### config.mk
export PLATFORM = sky130hd
export DESIGN_NAME = critical_point_distance_tracker_top
export DESIGN_NICKNAME = d
export VERILOG_FILES = /design/src/rtl/cpdt_pkg.sv /design/src/rtl/cpdt_front.sv /design/src/rtl/cpdt_queue.sv /design/src/rtl/cpdt_back.sv /design/src/rtl/critical_point_distance_tracker_top.sv
export SDC_FILE = /design/constraint.sdc
export NUM_CORES = 1
export LEC_CHECK = 0
export BUFFER_PORTS_ARGS = -buffer_cell sky130_fd_sc_hd__buf_2
export CAP_MARGIN = 20
export CELL_PAD_IN_SITES_DETAIL_PLACEMENT = 1
export CELL_PAD_IN_SITES_GLOBAL_PLACEMENT = 2
export CORE_AREA = 10 10 150 290
export DETAILED_ROUTE_END_ITERATION = 8
export DIE_AREA = 0 0 160 300
export PLACE_DENSITY_LB_ADDON = 0.05
export SYNTH_ARGS = -nofsm -noshare
export SYNTH_HDL_FRONTEND = slang
export SYNTH_SLANG_ARGS = --single-unit
### constraint.sdc
create_clock -name clk -period 11.05 [get_ports clk]
set_clock_uncertainty 0.2 [all_clocks]
set_input_delay 0.5525 -clock clk [delete_from_list [all_inputs] [get_ports clk]]
set_output_delay 0.5525 -clock clk [all_outputs]
set_load 0.02 [all_outputs]
### src/rtl/cpdt_pkg.sv
// ----------------------------------------------------------------------------
// cpdt_pkg
// shared types and constants of the critical point distance tracker
// ----------------------------------------------------------------------------
`timescale 1ns / 1ps

package cpdt_pkg;

	// width of the gap and span result fields
	localparam int unsigned RES_W = 16;

	// smallest gap before any gap was seen
	localparam logic [RES_W-1:0] GAP_NONE = '1;

	// classification of one sample, passed from front to back
	typedef struct packed {
		logic crit;
		logic last;
	} cpdt_ctl_t;

endpackage

### src/rtl/cpdt_front.sv
// ----------------------------------------------------------------------------
// cpdt_front
// keeps the sample history and classifies the middle sample as critical
// ----------------------------------------------------------------------------
`timescale 1ns / 1ps

module cpdt_front #(
	parameter int unsigned MAX_LEN      = 65536,
	parameter int unsigned SAMPLE_WIDTH = 32,
	parameter int unsigned PW           = 16
) (
	input  logic                  clk,
	input  logic                  arst_n,
	input  logic                  take,
	input  logic [31:0]           sample_value,
	input  logic                  is_last,
	output cpdt_pkg::cpdt_ctl_t   ctl,
	output logic [PW-1:0]         pos
);
	import cpdt_pkg::*;

	localparam logic [SAMPLE_WIDTH-1:0] SIGN_BIT = {1'b1, {(SAMPLE_WIDTH-1){1'b0}}};
	localparam logic [PW-1:0]           SEEN_MAX = PW'(MAX_LEN - 1);

	logic [SAMPLE_WIDTH-1:0] raw_in;
	logic [SAMPLE_WIDTH-1:0] key_in;
	logic [SAMPLE_WIDTH-1:0] older_q;
	logic [SAMPLE_WIDTH-1:0] middle_q;
	logic [PW-1:0]           seen_q;
	logic                    peak;
	logic                    valley;

	// order-preserving unsigned key of the sample
	generate
		if (SAMPLE_WIDTH > 32) begin : g_wide
			assign raw_in = SAMPLE_WIDTH'(sample_value);
		end else begin : g_narrow
			assign raw_in = sample_value[SAMPLE_WIDTH-1:0];
		end
	endgenerate

	assign key_in = raw_in ^ SIGN_BIT;

	assign peak     = (middle_q > older_q) && (middle_q > key_in);
	assign valley   = (middle_q < older_q) && (middle_q < key_in);
	assign ctl.crit = (seen_q >= PW'(2)) && (peak || valley);
	assign ctl.last = is_last;
	assign pos      = seen_q - PW'(1);

	always_ff @(posedge clk or negedge arst_n) begin
		if (!arst_n) begin
			seen_q <= '0;
		end else if (take) begin
			if (is_last) begin
				seen_q <= '0;
			end else if (seen_q != SEEN_MAX) begin
				seen_q <= seen_q + PW'(1);
			end
		end
	end

	// history needs no reset: it is ignored until two samples arrived
	always_ff @(posedge clk) begin
		if (take) begin
			older_q  <= middle_q;
			middle_q <= key_in;
		end
	end

endmodule

### src/rtl/cpdt_queue.sv
// ----------------------------------------------------------------------------
// cpdt_queue
// two-entry queue between the classifying front and the tracking back
// ----------------------------------------------------------------------------
`timescale 1ns / 1ps

module cpdt_queue #(
	parameter int unsigned W = 18
) (
	input  logic         clk,
	input  logic         arst_n,
	input  logic         push,
	input  logic [W-1:0] din,
	input  logic         pop,
	output logic [W-1:0] dout,
	output logic         full,
	output logic         empty
);
	import cpdt_pkg::*;

	logic [W-1:0] mem_q [2];
	logic         wr_ptr_q;
	logic         rd_ptr_q;
	logic [1:0]   count_q;

	assign full  = (count_q == 2'd2);
	assign empty = (count_q == 2'd0);
	assign dout  = mem_q[rd_ptr_q];

	always_ff @(posedge clk or negedge arst_n) begin
		if (!arst_n) begin
			wr_ptr_q <= 1'b0;
			rd_ptr_q <= 1'b0;
			count_q  <= 2'd0;
		end else begin
			if (push) begin
				wr_ptr_q <= ~wr_ptr_q;
			end
			if (pop) begin
				rd_ptr_q <= ~rd_ptr_q;
			end
			if (push && !pop) begin
				count_q <= count_q + 2'd1;
			end else if (pop && !push) begin
				count_q <= count_q - 2'd1;
			end
		end
	end

	always_ff @(posedge clk) begin
		if (push) begin
			mem_q[wr_ptr_q] <= din;
		end
	end

endmodule

### src/rtl/cpdt_back.sv
// ----------------------------------------------------------------------------
// cpdt_back
// tracks critical positions and smallest gap, builds the sequence result
// ----------------------------------------------------------------------------
`timescale 1ns / 1ps

module cpdt_back #(
	parameter int unsigned PW = 16
) (
	input  logic                       clk,
	input  logic                       arst_n,
	input  logic                       ev_valid,
	input  cpdt_pkg::cpdt_ctl_t        ctl,
	input  logic [PW-1:0]              pos,
	output logic                       pop,
	output logic                       out_valid,
	input  logic                       out_stall,
	output logic                       found,
	output logic [cpdt_pkg::RES_W-1:0] min_gap,
	output logic [cpdt_pkg::RES_W-1:0] span
);
	import cpdt_pkg::*;

	localparam int unsigned GW = (PW > RES_W) ? PW : RES_W;

	logic [PW-1:0]    first_q;
	logic [PW-1:0]    last_q;
	logic [1:0]       count_q;
	logic [RES_W-1:0] gap_q;
	logic             out_valid_q;
	logic             found_q;
	logic [RES_W-1:0] min_gap_q;
	logic [RES_W-1:0] span_q;

	logic             slot_free;
	logic [PW-1:0]    gap;
	logic [GW-1:0]    gap_ext;
	logic [PW-1:0]    nxt_first;
	logic [PW-1:0]    nxt_last;
	logic [1:0]       nxt_count;
	logic [RES_W-1:0] nxt_gap;
	logic [GW-1:0]    span_ext;
	logic             nxt_found;

	assign slot_free = !out_valid_q || !out_stall;
	assign pop       = ev_valid && (!ctl.last || slot_free);

	assign gap     = pos - last_q;
	assign gap_ext = GW'(gap);

	always_comb begin
		nxt_first = first_q;
		nxt_last  = last_q;
		nxt_count = count_q;
		nxt_gap   = gap_q;
		if (ctl.crit) begin
			if (count_q == 2'd0) begin
				nxt_first = pos;
			end else if (gap_ext < GW'(gap_q)) begin
				nxt_gap = gap_ext[RES_W-1:0];
			end
			nxt_last = pos;
			if (count_q != 2'd2) begin
				nxt_count = count_q + 2'd1;
			end
		end
	end

	assign span_ext  = GW'(nxt_last - nxt_first);
	assign nxt_found = (nxt_count == 2'd2);

	always_ff @(posedge clk or negedge arst_n) begin
		if (!arst_n) begin
			first_q     <= '0;
			last_q      <= '0;
			count_q     <= 2'd0;
			gap_q       <= GAP_NONE;
			out_valid_q <= 1'b0;
		end else begin
			if (pop) begin
				if (ctl.last) begin
					first_q <= '0;
					last_q  <= '0;
					count_q <= 2'd0;
					gap_q   <= GAP_NONE;
				end else begin
					first_q <= nxt_first;
					last_q  <= nxt_last;
					count_q <= nxt_count;
					gap_q   <= nxt_gap;
				end
			end
			if (pop && ctl.last) begin
				out_valid_q <= 1'b1;
			end else if (!out_stall) begin
				out_valid_q <= 1'b0;
			end
		end
	end

	always_ff @(posedge clk) begin
		if (pop && ctl.last) begin
			found_q   <= nxt_found;
			min_gap_q <= nxt_found ? nxt_gap : '0;
			span_q    <= nxt_found ? span_ext[RES_W-1:0] : '0;
		end
	end

	assign out_valid = out_valid_q;
	assign found     = found_q;
	assign min_gap   = min_gap_q;
	assign span      = span_q;

endmodule

### src/rtl/critical_point_distance_tracker_top.sv
// ----------------------------------------------------------------------------
// critical_point_distance_tracker_top
// local peak / valley detector reporting gaps between critical points
// ----------------------------------------------------------------------------
// usage
//   input channel  : in_valid / in_stall, one sample_value per transfer,
//                    is_last marks the final sample of a sequence
//   output channel : out_valid / out_stall, one result transfer per sequence
//                    carrying found, min_gap and span
//   a middle sample strictly above or below both neighbours is critical;
//   found is 0 with fewer than two critical points, min_gap and span then 0
//   the result of a last sample is registered in the queue and then in the
//   back result register; throughput is one sample per cycle while in_stall
//   is low; the front compare and back gap subtract / min are combinational
//   the sample position counter saturates at MAX_LEN-1
//   reset clears the position counter, tracking state, queue and out_valid
//   a stalled result holds; samples keep flowing until the next last sample
//   waits behind it and one more fills the queue, then in_stall rises
//   after each last sample the block starts a fresh sequence by itself
// ----------------------------------------------------------------------------
`timescale 1ns / 1ps

module critical_point_distance_tracker_top #(
	parameter int unsigned MAX_LEN      = 65536,
	parameter int unsigned SAMPLE_WIDTH = 32
) (
	input  logic                       clk,
	input  logic                       arst_n,
	// sample input
	input  logic                       in_valid,
	output logic                       in_stall,
	input  logic [31:0]                sample_value,
	input  logic                       is_last,
	// result output
	output logic                       out_valid,
	input  logic                       out_stall,
	output logic                       found,
	output logic [cpdt_pkg::RES_W-1:0] min_gap,
	output logic [cpdt_pkg::RES_W-1:0] span
);
	import cpdt_pkg::*;

	// position counter width, holds MAX_LEN-1
	localparam int unsigned PW = $clog2(MAX_LEN);
	// queue entry: classification plus position
	localparam int unsigned QW = $bits(cpdt_ctl_t) + PW;

	logic          take;
	cpdt_ctl_t     front_ctl;
	logic [PW-1:0] front_pos;
	logic [QW-1:0] q_din;
	logic [QW-1:0] q_dout;
	logic          q_full;
	logic          q_empty;
	logic          q_pop;
	cpdt_ctl_t     back_ctl;
	logic [PW-1:0] back_pos;

	// front only stalls when the queue has no room
	assign in_stall = q_full;
	assign take     = in_valid && !in_stall;

	cpdt_front #(
		.MAX_LEN      (MAX_LEN),
		.SAMPLE_WIDTH (SAMPLE_WIDTH),
		.PW           (PW)
	) u_front (
		.clk          (clk),
		.arst_n       (arst_n),
		.take         (take),
		.sample_value (sample_value),
		.is_last      (is_last),
		.ctl          (front_ctl),
		.pos          (front_pos)
	);

	assign q_din = {front_ctl, front_pos};

	cpdt_queue #(
		.W      (QW)
	) u_queue (
		.clk    (clk),
		.arst_n (arst_n),
		.push   (take),
		.din    (q_din),
		.pop    (q_pop),
		.dout   (q_dout),
		.full   (q_full),
		.empty  (q_empty)
	);

	assign {back_ctl, back_pos} = q_dout;

	// back tracks positions and holds the result register
	cpdt_back #(
		.PW        (PW)
	) u_back (
		.clk       (clk),
		.arst_n    (arst_n),
		.ev_valid  (!q_empty),
		.ctl       (back_ctl),
		.pos       (back_pos),
		.pop       (q_pop),
		.out_valid (out_valid),
		.out_stall (out_stall),
		.found     (found),
		.min_gap   (min_gap),
		.span      (span)
	);

endmodule

==> results.txt, run 1 <==
----------------------------------------------------
[Logic synthesis]
  Cell variety after synth ... between 60 and 70
  Dominant synthesized flop cell ... sky130_fd_sc_hd__edfxtp_1
  Ranking of synthesized cells by area ... sky130_fd_sc_hd__edfxtp_1 35%, sky130_fd_sc_hd__ha_1 13%, sky130_fd_sc_hd__dfrtp_1 12%
  Share of the yosys chip area belonging to registers ... 0.505
  Number of warnings issued by yosys ... 0
  Syn Area/Cell ... 10.8 µm²
  Library cell with the highest instance count after synthesis ... sky130_fd_sc_hd__edfxtp_1
  Synthesized instance count ... 1,067
  Synth Cell Area ... 11,500 µm²
  Area share of the leading cell type in the synthesized netlist ... 0.348
  Post-synthesis register bit count ... 204
  Async SR Flop Fraction ... 0.348
  Count of flip-flops with a built-in enable after synthesis ... 133
  Leading cell types by count after synthesis ... 133 x sky130_fd_sc_hd__edfxtp_1, 124 x sky130_fd_sc_hd__inv_1, 115 x sky130_fd_sc_hd__ha_1
  Net count after synthesis ... 1,221
  Area leader, netlist ... sky130_fd_sc_hd__edfxtp_1

[Finish]
  Antenna cells ... 0
  Final net count ... 1,331
  Share of layout cells above drive strength 1 ... 0.122
  Layout-stage area growth over the synthesis result ... 17.8%

[STA]
  Final setup viols ... 0
  Final hold violations ... 0
  Rel. slew slack ... 0.349
  Worst-margin pin slew ... 0.952 ns
  Upper clock frequency limit ... 171 MHz
  Final critical-path share of the clock period ... 0.529
  Fin crit period ... 5.84 ns
  Final-layout setup total negative slack ... 0 ns
  Tightest hold margin ... 0.0514 ns
  Final count of pins violating max slew ... 0
  RSZ-0062 raised after global routing ... false

[Worst setup path]
  Count of cells along the worst register-to-register path ... 19
  Setup slack of the most critical reg-to-reg path ... 5.21 ns
  Type of the worst setup path ... flop to flop
  Maximum net fanout on the critical path ... 22
  Highest-delay cell along the critical path ... sky130_fd_sc_hd__dfrtp_1
  CP Launch Type ... flop
  Element type at the critical path end ... flop
  Worst path max stage delay ... 0.71 ns
  Signal arrival time at the worst endpoint ... just over 6 ns
  Reg-to-reg critical path startpoint ... u_queue.rd_ptr_q
  Required time of the worst setup path ... 11.32 ns
  Crit path cell chain ... buf_8 > mux2i_1 > ha_1 > inv_1 > fa_1 > a211oi_1 > o21bai_1 > a21oi_1 > o211a_1 > o21ai_0 > xnor2_1 > inv_1 > ha_1 > nor2b_1 > o21ai_0 > and4bb_1 > buf_4 > o21ba_1 > o22a_1
  Worst reg2reg endpoint ... u_back.gap_q[2]

[Clock tree]
  Post-cts sizing count ... 0
  TritonCTS clock tree ... yes
  Clock buffer depth ... 3
  CTS sink cnt ... slightly above 200
  Insertion delay of the later-clocked pin in the worst-skew pair ... 0.53 ns
  CTS Root Cell ... sky130_fd_sc_hd__clkbuf_16
  Number of buffers created by CTS ... 23
  Setup fix buffers added after clock tree synthesis ... 0
  Clock-pin transition on the worst setup and hold timing paths ... 0.06 ns
  H-tree depth reported by CTS ... 1

[Power and ir drop]
  Power per unit of standard cell area ... 335 nW/µm²
  Proportion of total power due to net switching ... 0.443
  Clock network power share ... 0.169
  IR drop worst, VDD ... around 0.00012 V
  Power dissipated by switching net loads ... between 2 and 2.5 mW
  Static leakage ... 5.83 nW
  Internal power ... around 2.5 mW
  Fraction of power consumed by combinational cells ... 0.548
  Proportion of power drawn by flip-flops and latches ... 0.283

[Worst hold path]
  Startpoint of the tightest hold check path ... sample_value[27]
  Worst Hold Class ... primary input to flop
  End of the worst hold path ... u_front.middle_q[27]
  Count of cells along the worst hold path ... 1

[GRT]
  Wire length of the first global-routing pass ... 51.2 mm
  GRT overflow ... 0
  Antenna violations before repair ... 0
  Via count of the first global-routing pass ... approximately 9,000
  Pin count of the biggest net entering global routing ... 72
  Total global-route track usage ... 0.134

[Status]
  Run status ... finished clean

[Detailed routing]
  Total number of vias ... around 8,200
  Detailed-route wire length per cell ... 18.7 µm
  Drt pass-1 iters ... 4
  Vias per inst ... 4.78
  DRC violation count after routing ... 0
  First-iteration detailed-routing DRC count ... 230
  Post-detailed-routing wire length ... ~32 mm
  Antenna-violating nets left ... 0

[Floorplanning]
  Full die area ... 48,000 µm²
  Top-level I/O count ... between 70 and 80
  Horizontal die dimension ... between 150 and 200 µm
  Starting density of the core ... 0.296
  Die span in y ... 300 µm
  Area of the core ... a little under 40,000 µm²
  Number of standard-cell rows in the floorplan ... just over 100

[Placement]
  Quantity of I/O buffers inserted on ports ... 71
  Post-detailed-placement half-perimeter wirelength ... 24.2 mm
  Gpl congestion ... 0.760

[Flow run]
  # Max-Cap Violations ... 0

----------------------------------------------------
## cell type report
class	instances	area, µm²
Clock inverter	2	35.0
Multi-Input combinational cell	708	5080
Clock buffer	39	696
Timing Repair Buffer	115	806
Tap cell	520	651
Inverter	125	469
Sequential cell	204	5790
Fill cell	4396	25300
## layer usage
layer	global-route usage	vias up	part of all wire
li1	-	4041	-
met1	0.130	4018	0.36
met2	0.279	89	0.59
met3	0.0160	35	0.024
met4	0.0410	0	0.024
met5	0	-	0
## kinds of logic (layout without fill, tap and decap cells)
kind of cell	after synthesis	count (layout)	share of synthesized area
compound gates	245	245	0.141
mux	35	35	0.0310
fa+ha+maj	117	117	0.129
simple gates	266	266	0.107
flops	204	204	0.505
buf+inv	155	281	0.0538
xor+xnor	45	45	0.0343
## state kept, by name, summed over array words and instances (netlist names), 2 cells and up
register          count
u_back.min_gap       16
u_back.count_q        2
u_back.span          16
u_back.last_q        16
u_queue.count_q       2
u_back.first_q       16
u_front.older_q      32
u_front.seen_q       16
u_front.middle_q     32
u_queue.mem_q        36
u_back.gap_q         16
## power groups by stage
stage               combinational, mW  clock (mW)  sequential, mW
floorplan                        1.69           0            1.34
global placement                 2.50           0            1.31
detailed placement               2.53           0            1.31
CTS                              2.55       0.811            1.30
global route                     2.83       0.828            1.31
finish                           2.48       0.767            1.28
## placed cells by master (no fill, tap or decap), drive strengths merged, types with 4 or more instances in the layout
cell type    count
edfxtp         133
inv            124
ha             115
nor2            91
buf             84
nand2           72
a21oi           69
o21ai           62
dfrtp           55
clkbuf          39
mux2i           34
dlygate4sd3     31
xnor2           29
nor3            26
nand3           19
xor2            16
nand4           16
dfstp           16
a22o            15
o22a            14
o21a            13
a211oi           9
nor2b            9
a21o             8
o31ai            7
nand2b           6
and3             6
o211ai           5
a31oi            5
nor4             4
a21boi           4
## how the worst max path moves through the flow
| stage | from | end | slack [ns] | depth (start not counted) |
|---|---|---|---|---|
| floorplan | u_queue.rd_ptr_q | u_back.min_gap[1] | 6.46 | 19 |
| global placement | u_queue.rd_ptr_q | u_back.gap_q[12] | 4.93 | 18 |
| detailed placement | u_queue.rd_ptr_q | u_back.gap_q[15] | 4.87 | 18 |
| CTS | u_queue.rd_ptr_q | u_back.gap_q[10] | 4.87 | 18 |
| global route | u_queue.rd_ptr_q | u_back.gap_q[8] | 4.71 | 19 |
| finish | u_queue.rd_ptr_q | u_back.gap_q[2] | 5.21 | 19 |
## critical path, delay by kind of cell (launching register included)
family	cells	cell delay (ns)
XOR/XNOR	1	0.30
AO/OA/AOI/OAI	8	2.27
multiplexers	1	0.30
flip-flops	1	0.71
buffers and inverters	4	0.71
AND/OR/NAND/NOR	2	0.33
adder cells (fa/ha/maj)	3	0.94
## metrics by stage
step                      setup WS, ns  power [mW]  cell area, µm²  std cells  utilization
after CTS                         4.87        4.66           13500       1709        0.347
final                             5.21        4.53           13500       1713        0.349
after global placement            4.93        3.81           12400       1638        0.320
after detailed placement          4.87        3.84           12400       1638        0.320
after floorplan                   6.46        3.04           11500       1067            -
after global routing              4.71        4.97           13500       1713        0.349
## repair_timing
| item | 4_1_cts | 5_1_grt |
|---|---|---|
| endpoints found under the setup margin | 0 | 0 |
| hold endpoints to repair | 30 | 29 |
| hold buffers | 30 | 1 |
(Power assumes the default switching activity.)
==> inputs of run 2 (changes only) <==
- ABC_AREA: default -> 1
- CORE_AREA: 10 10 150 290 -> 10 10 153 297
- DIE_AREA: 0 0 160 300 -> 0 0 163 307
- clock period: 11.05 -> 5.77 ns (I/O delays scaled with it)
==> results.txt, run 2 <==
----------------------------------------------------
[Detailed routing]
  Vias per inst ... about 4.7
  Post-detailed-routing wire length ... 37.5 mm
  DRC violation count after routing ... 0
  First-iteration detailed-routing DRC count ... 313
  Detailed-route wire length per cell ... 18.4 µm
  Drt pass-1 iters ... 4
  Antenna-violating nets left ... 0
  Total number of vias ... 9,570

[Worst setup path]
  Signal arrival time at the worst endpoint ... approximately 4.4 ns
  Worst reg2reg endpoint ... u_back.min_gap[2]
  Highest-delay cell along the critical path ... sky130_fd_sc_hd__ha_1
  Crit path cell chain ... inv_1 > or2_2 > o21ai_0 > inv_1 > ha_1 > nand2_1 > nor2_1 > nand2_1 > nand2_1 > xor2_1 > ha_1 > a21oi_1 > o21a_1 > nand2_1 > nand2_1 > nand2_1 > nand2_1 > nand2_4 > nand2_1 > a21oi_1
  Setup slack of the most critical reg-to-reg path ... 1.39 ns
  Type of the worst setup path ... flop to flop
  Maximum net fanout on the critical path ... 16
  CP Launch Type ... flop
  Crit path capture ... u_back.min_gap[2]
  Worst setup startpoint ... u_queue.rd_ptr_q
  Most numerous cell on the critical path ... sky130_fd_sc_hd__nand2_1
  Element type at the critical path end ... flop
  Worst path max stage delay ... roughly 0.42 ns
  Required time of the worst setup path ... 5.81 ns
  Reg-to-reg critical path startpoint ... u_queue.rd_ptr_q
  Count of cells along the worst register-to-register path ... 20

[Finish]
  Biggest register ... u_queue.mem_q
  Most common cell after layout, fill and taps aside ... sky130_fd_sc_hd__nand2_1
  Max reg flops ... 36
  Registers with the most flip-flops ... u_queue.mem_q: 36 flops, u_front.middle_q: 32 flops, u_front.older_q: 32 flops
  Final net count ... 1,643
  Commonest cells after routing, fill and taps aside ... 297 x sky130_fd_sc_hd__nand2_1, 239 x sky130_fd_sc_hd__inv_1, 133 x sky130_fd_sc_hd__edfxtp_1, 115 x sky130_fd_sc_hd__ha_1, 97 x sky130_fd_sc_hd__o21ai_0
  Number of cells in the finished layout apart from fillers ... slightly above 2,000
  Share of layout cells above drive strength 1 ... 0.112
  Final core occ ... 0.347
  Filler Cell Count ... 4,795
  Area taken by flip-flops and latches ... 5790 µm²
  Area of the multi-input gates ... 5210 µm²
  Layout-stage area growth over the synthesis result ... 17.3%
  Antenna cells ... 0
  Final instance area ... 14,100 µm²

[Clock tree]
  Insertion delay of the later-clocked pin in the worst-skew pair ... 0.54 ns
  Setup fix buffers added after clock tree synthesis ... 0
  TritonCTS clock tree ... yes
  CTS sink cnt ... 204
  Post-cts sizing count ... 0
  CTS Root Cell ... sky130_fd_sc_hd__clkbuf_16
  Clock-pin transition on the worst setup and hold timing paths ... ~0.070 ns
  Clock buffer depth ... 3
  H-tree depth reported by CTS ... 1
  Number of buffers created by CTS ... 23
  Count of hold buffers inserted by post-cts repair ... 35

[STA]
  Fin crit period ... 4.38 ns
  Rel. slew slack ... 0.283
  Final count of pins violating max slew ... 0
  Final critical-path share of the clock period ... 0.760
  Final hold violations ... 0
  Upper clock frequency limit ... between 200 and 250 MHz
  RSZ-0062 raised after global routing ... false
  Final-layout setup total negative slack ... 0 ns
  Tightest hold margin ... 0.100 ns
  Post-route setup slack ... 1.39 ns
  Final setup viols ... 0
  Worst-margin pin slew ... 1.07 ns

[Logic synthesis]
  Library cell with the highest instance count after synthesis ... sky130_fd_sc_hd__nand2_1
  Net count after synthesis ... 1,531
  Leading cell types by count after synthesis ... 297 x sky130_fd_sc_hd__nand2_1, 241 x sky130_fd_sc_hd__inv_1, 133 x sky130_fd_sc_hd__edfxtp_1
  Ranking of synthesized cells by area ... sky130_fd_sc_hd__edfxtp_1 33%, sky130_fd_sc_hd__ha_1 12%, sky130_fd_sc_hd__dfrtp_1 11%
  Share of the yosys chip area belonging to registers ... 0.480
  Cell variety after synth ... between 40 and 50
  Number of warnings issued by yosys ... 0
  Count of flip-flops with a built-in enable after synthesis ... 133
  Area leader, netlist ... sky130_fd_sc_hd__edfxtp_1
  Post-synthesis register bit count ... 204
  Async SR Flop Fraction ... 0.348
  Synth Cell Area ... 12,100 µm²
  Area share of the leading cell type in the synthesized netlist ... 0.331
  Dominant synthesized flop cell ... sky130_fd_sc_hd__edfxtp_1
  Synthesized instance count ... 1,377
  Syn Area/Cell ... 8.76 µm²

[Placement]
  Placement Setup Slack ... 1.29 ns
  Quantity of I/O buffers inserted on ports ... 71
  Dpl cell area ... 13,100 µm²
  Post-placement cell count ... 1,964
  Gpl congestion ... 0.790
  Post-detailed-placement half-perimeter wirelength ... 28.1 mm

[Floorplanning]
  Number of standard-cell rows in the floorplan ... 105
  Starting density of the core ... 0.296
  Area of the core ... approximately 41,000 µm²
  Horizontal die dimension ... around 160 µm
  Die span in y ... 307 µm
  Full die area ... 50,000 µm²
  Top-level I/O count ... 72

[GRT]
  Pin count of the biggest net entering global routing ... 68
  Total global-route track usage ... 0.152
  Antenna violations before repair ... 0
  Via count of the first global-routing pass ... 10,500
  Wire length of the first global-routing pass ... ~59 mm
  GRT overflow ... 0

[Power and ir drop]
  Static leakage ... 6.70 nW
  Power per unit of standard cell area ... 662 nW/µm²
  IR drop worst, VDD ... 0.000258 V
  Power Total ... 9.36 mW

[Flow run]
  # Max-Cap Violations ... 0

[Worst hold path]
  Worst Hold Class ... primary input to asynchronous set/reset pin

[Status]
  Run status ... finished clean

----------------------------------------------------
## run 2: cell count changes in the layout (fill, tap and decap cells not counted), moves of 23 or more
cell and delta:
sky130_fd_sc_hd__nand2_1 +225, sky130_fd_sc_hd__inv_1 +116, sky130_fd_sc_hd__nand3_1 +48, sky130_fd_sc_hd__o21ai_0 +38
sky130_fd_sc_hd__mux2i_1 -31, sky130_fd_sc_hd__a21oi_1 +24, sky130_fd_sc_hd__xnor2_1 -23
## run 2: per-layer routing
metal  vias to the layer above  track usage  share of wire  routed length (µm)
met5                         -            0              0                   0
met2                       121        0.276           0.52               19500
met3                        43       0.0217          0.033                1220
met1                      4648        0.178           0.42               15800
met4                         0       0.0480          0.025                 938
li1                       4758            -              -                   -
## run 2: final cells by class
cell class,count,area share
flip-flops and latches,204,0.409
repair buffers,119,0.0584
well taps,535,0.0473
clock buffers,29,0.0444
clock inverters,12,0.00769
inverters,242,0.0644
multi-input cells,899,0.368
## run 2: critical path, delay by kind of cell, from the launching register on
family                     cells  cell delay [ns]
DFF                            1             0.34
AOI/OAI and AO/OA              4             0.57
xor gates and xnor gates       1             0.35
and+or+nand+nor               11             1.56
buffers and inverters          2             0.31
adders and majority gates      2             0.74
## run 2: kinds of logic after synthesis
logic type | Yosys count | synth area share
AND/OR/NAND/NOR | 523 | 0.185
buffers and inverters | 274 | 0.0882
AO/OA/AOI/OAI | 227 | 0.100
flip-flops | 204 | 0.480
adder cells (fa/ha/maj) | 117 | 0.123
XOR/XNOR | 30 | 0.0218
multiplexers | 2 | 0.00166
## run 2: worst min path at each step
| stage | from | slack (ns) | endpoint | cells after the start |
|---|---|---|---|---|
| 3_3_place_gp | arst_n | 0.14 | u_front.seen_q[4] | 1 |
| 2_1_floorplan | arst_n | -0.21 | u_back.count_q[0] | 0 |
| 5_1_grt | arst_n | 0.15 | u_front.seen_q[2] | 2 |
| 6_report | arst_n | 0.10 | u_front.seen_q[2] | 2 |
| 3_5_place_dp | arst_n | 0.13 | u_front.seen_q[4] | 1 |
| 4_1_cts | arst_n | 0.09 | u_front.seen_q[2] | 2 |
## run 2: report_power, final
part	internal [mW]	switching (mW)
Combinational	1.70	3.74
Clock	0.856	0.642
Sequential	2.23	0.192
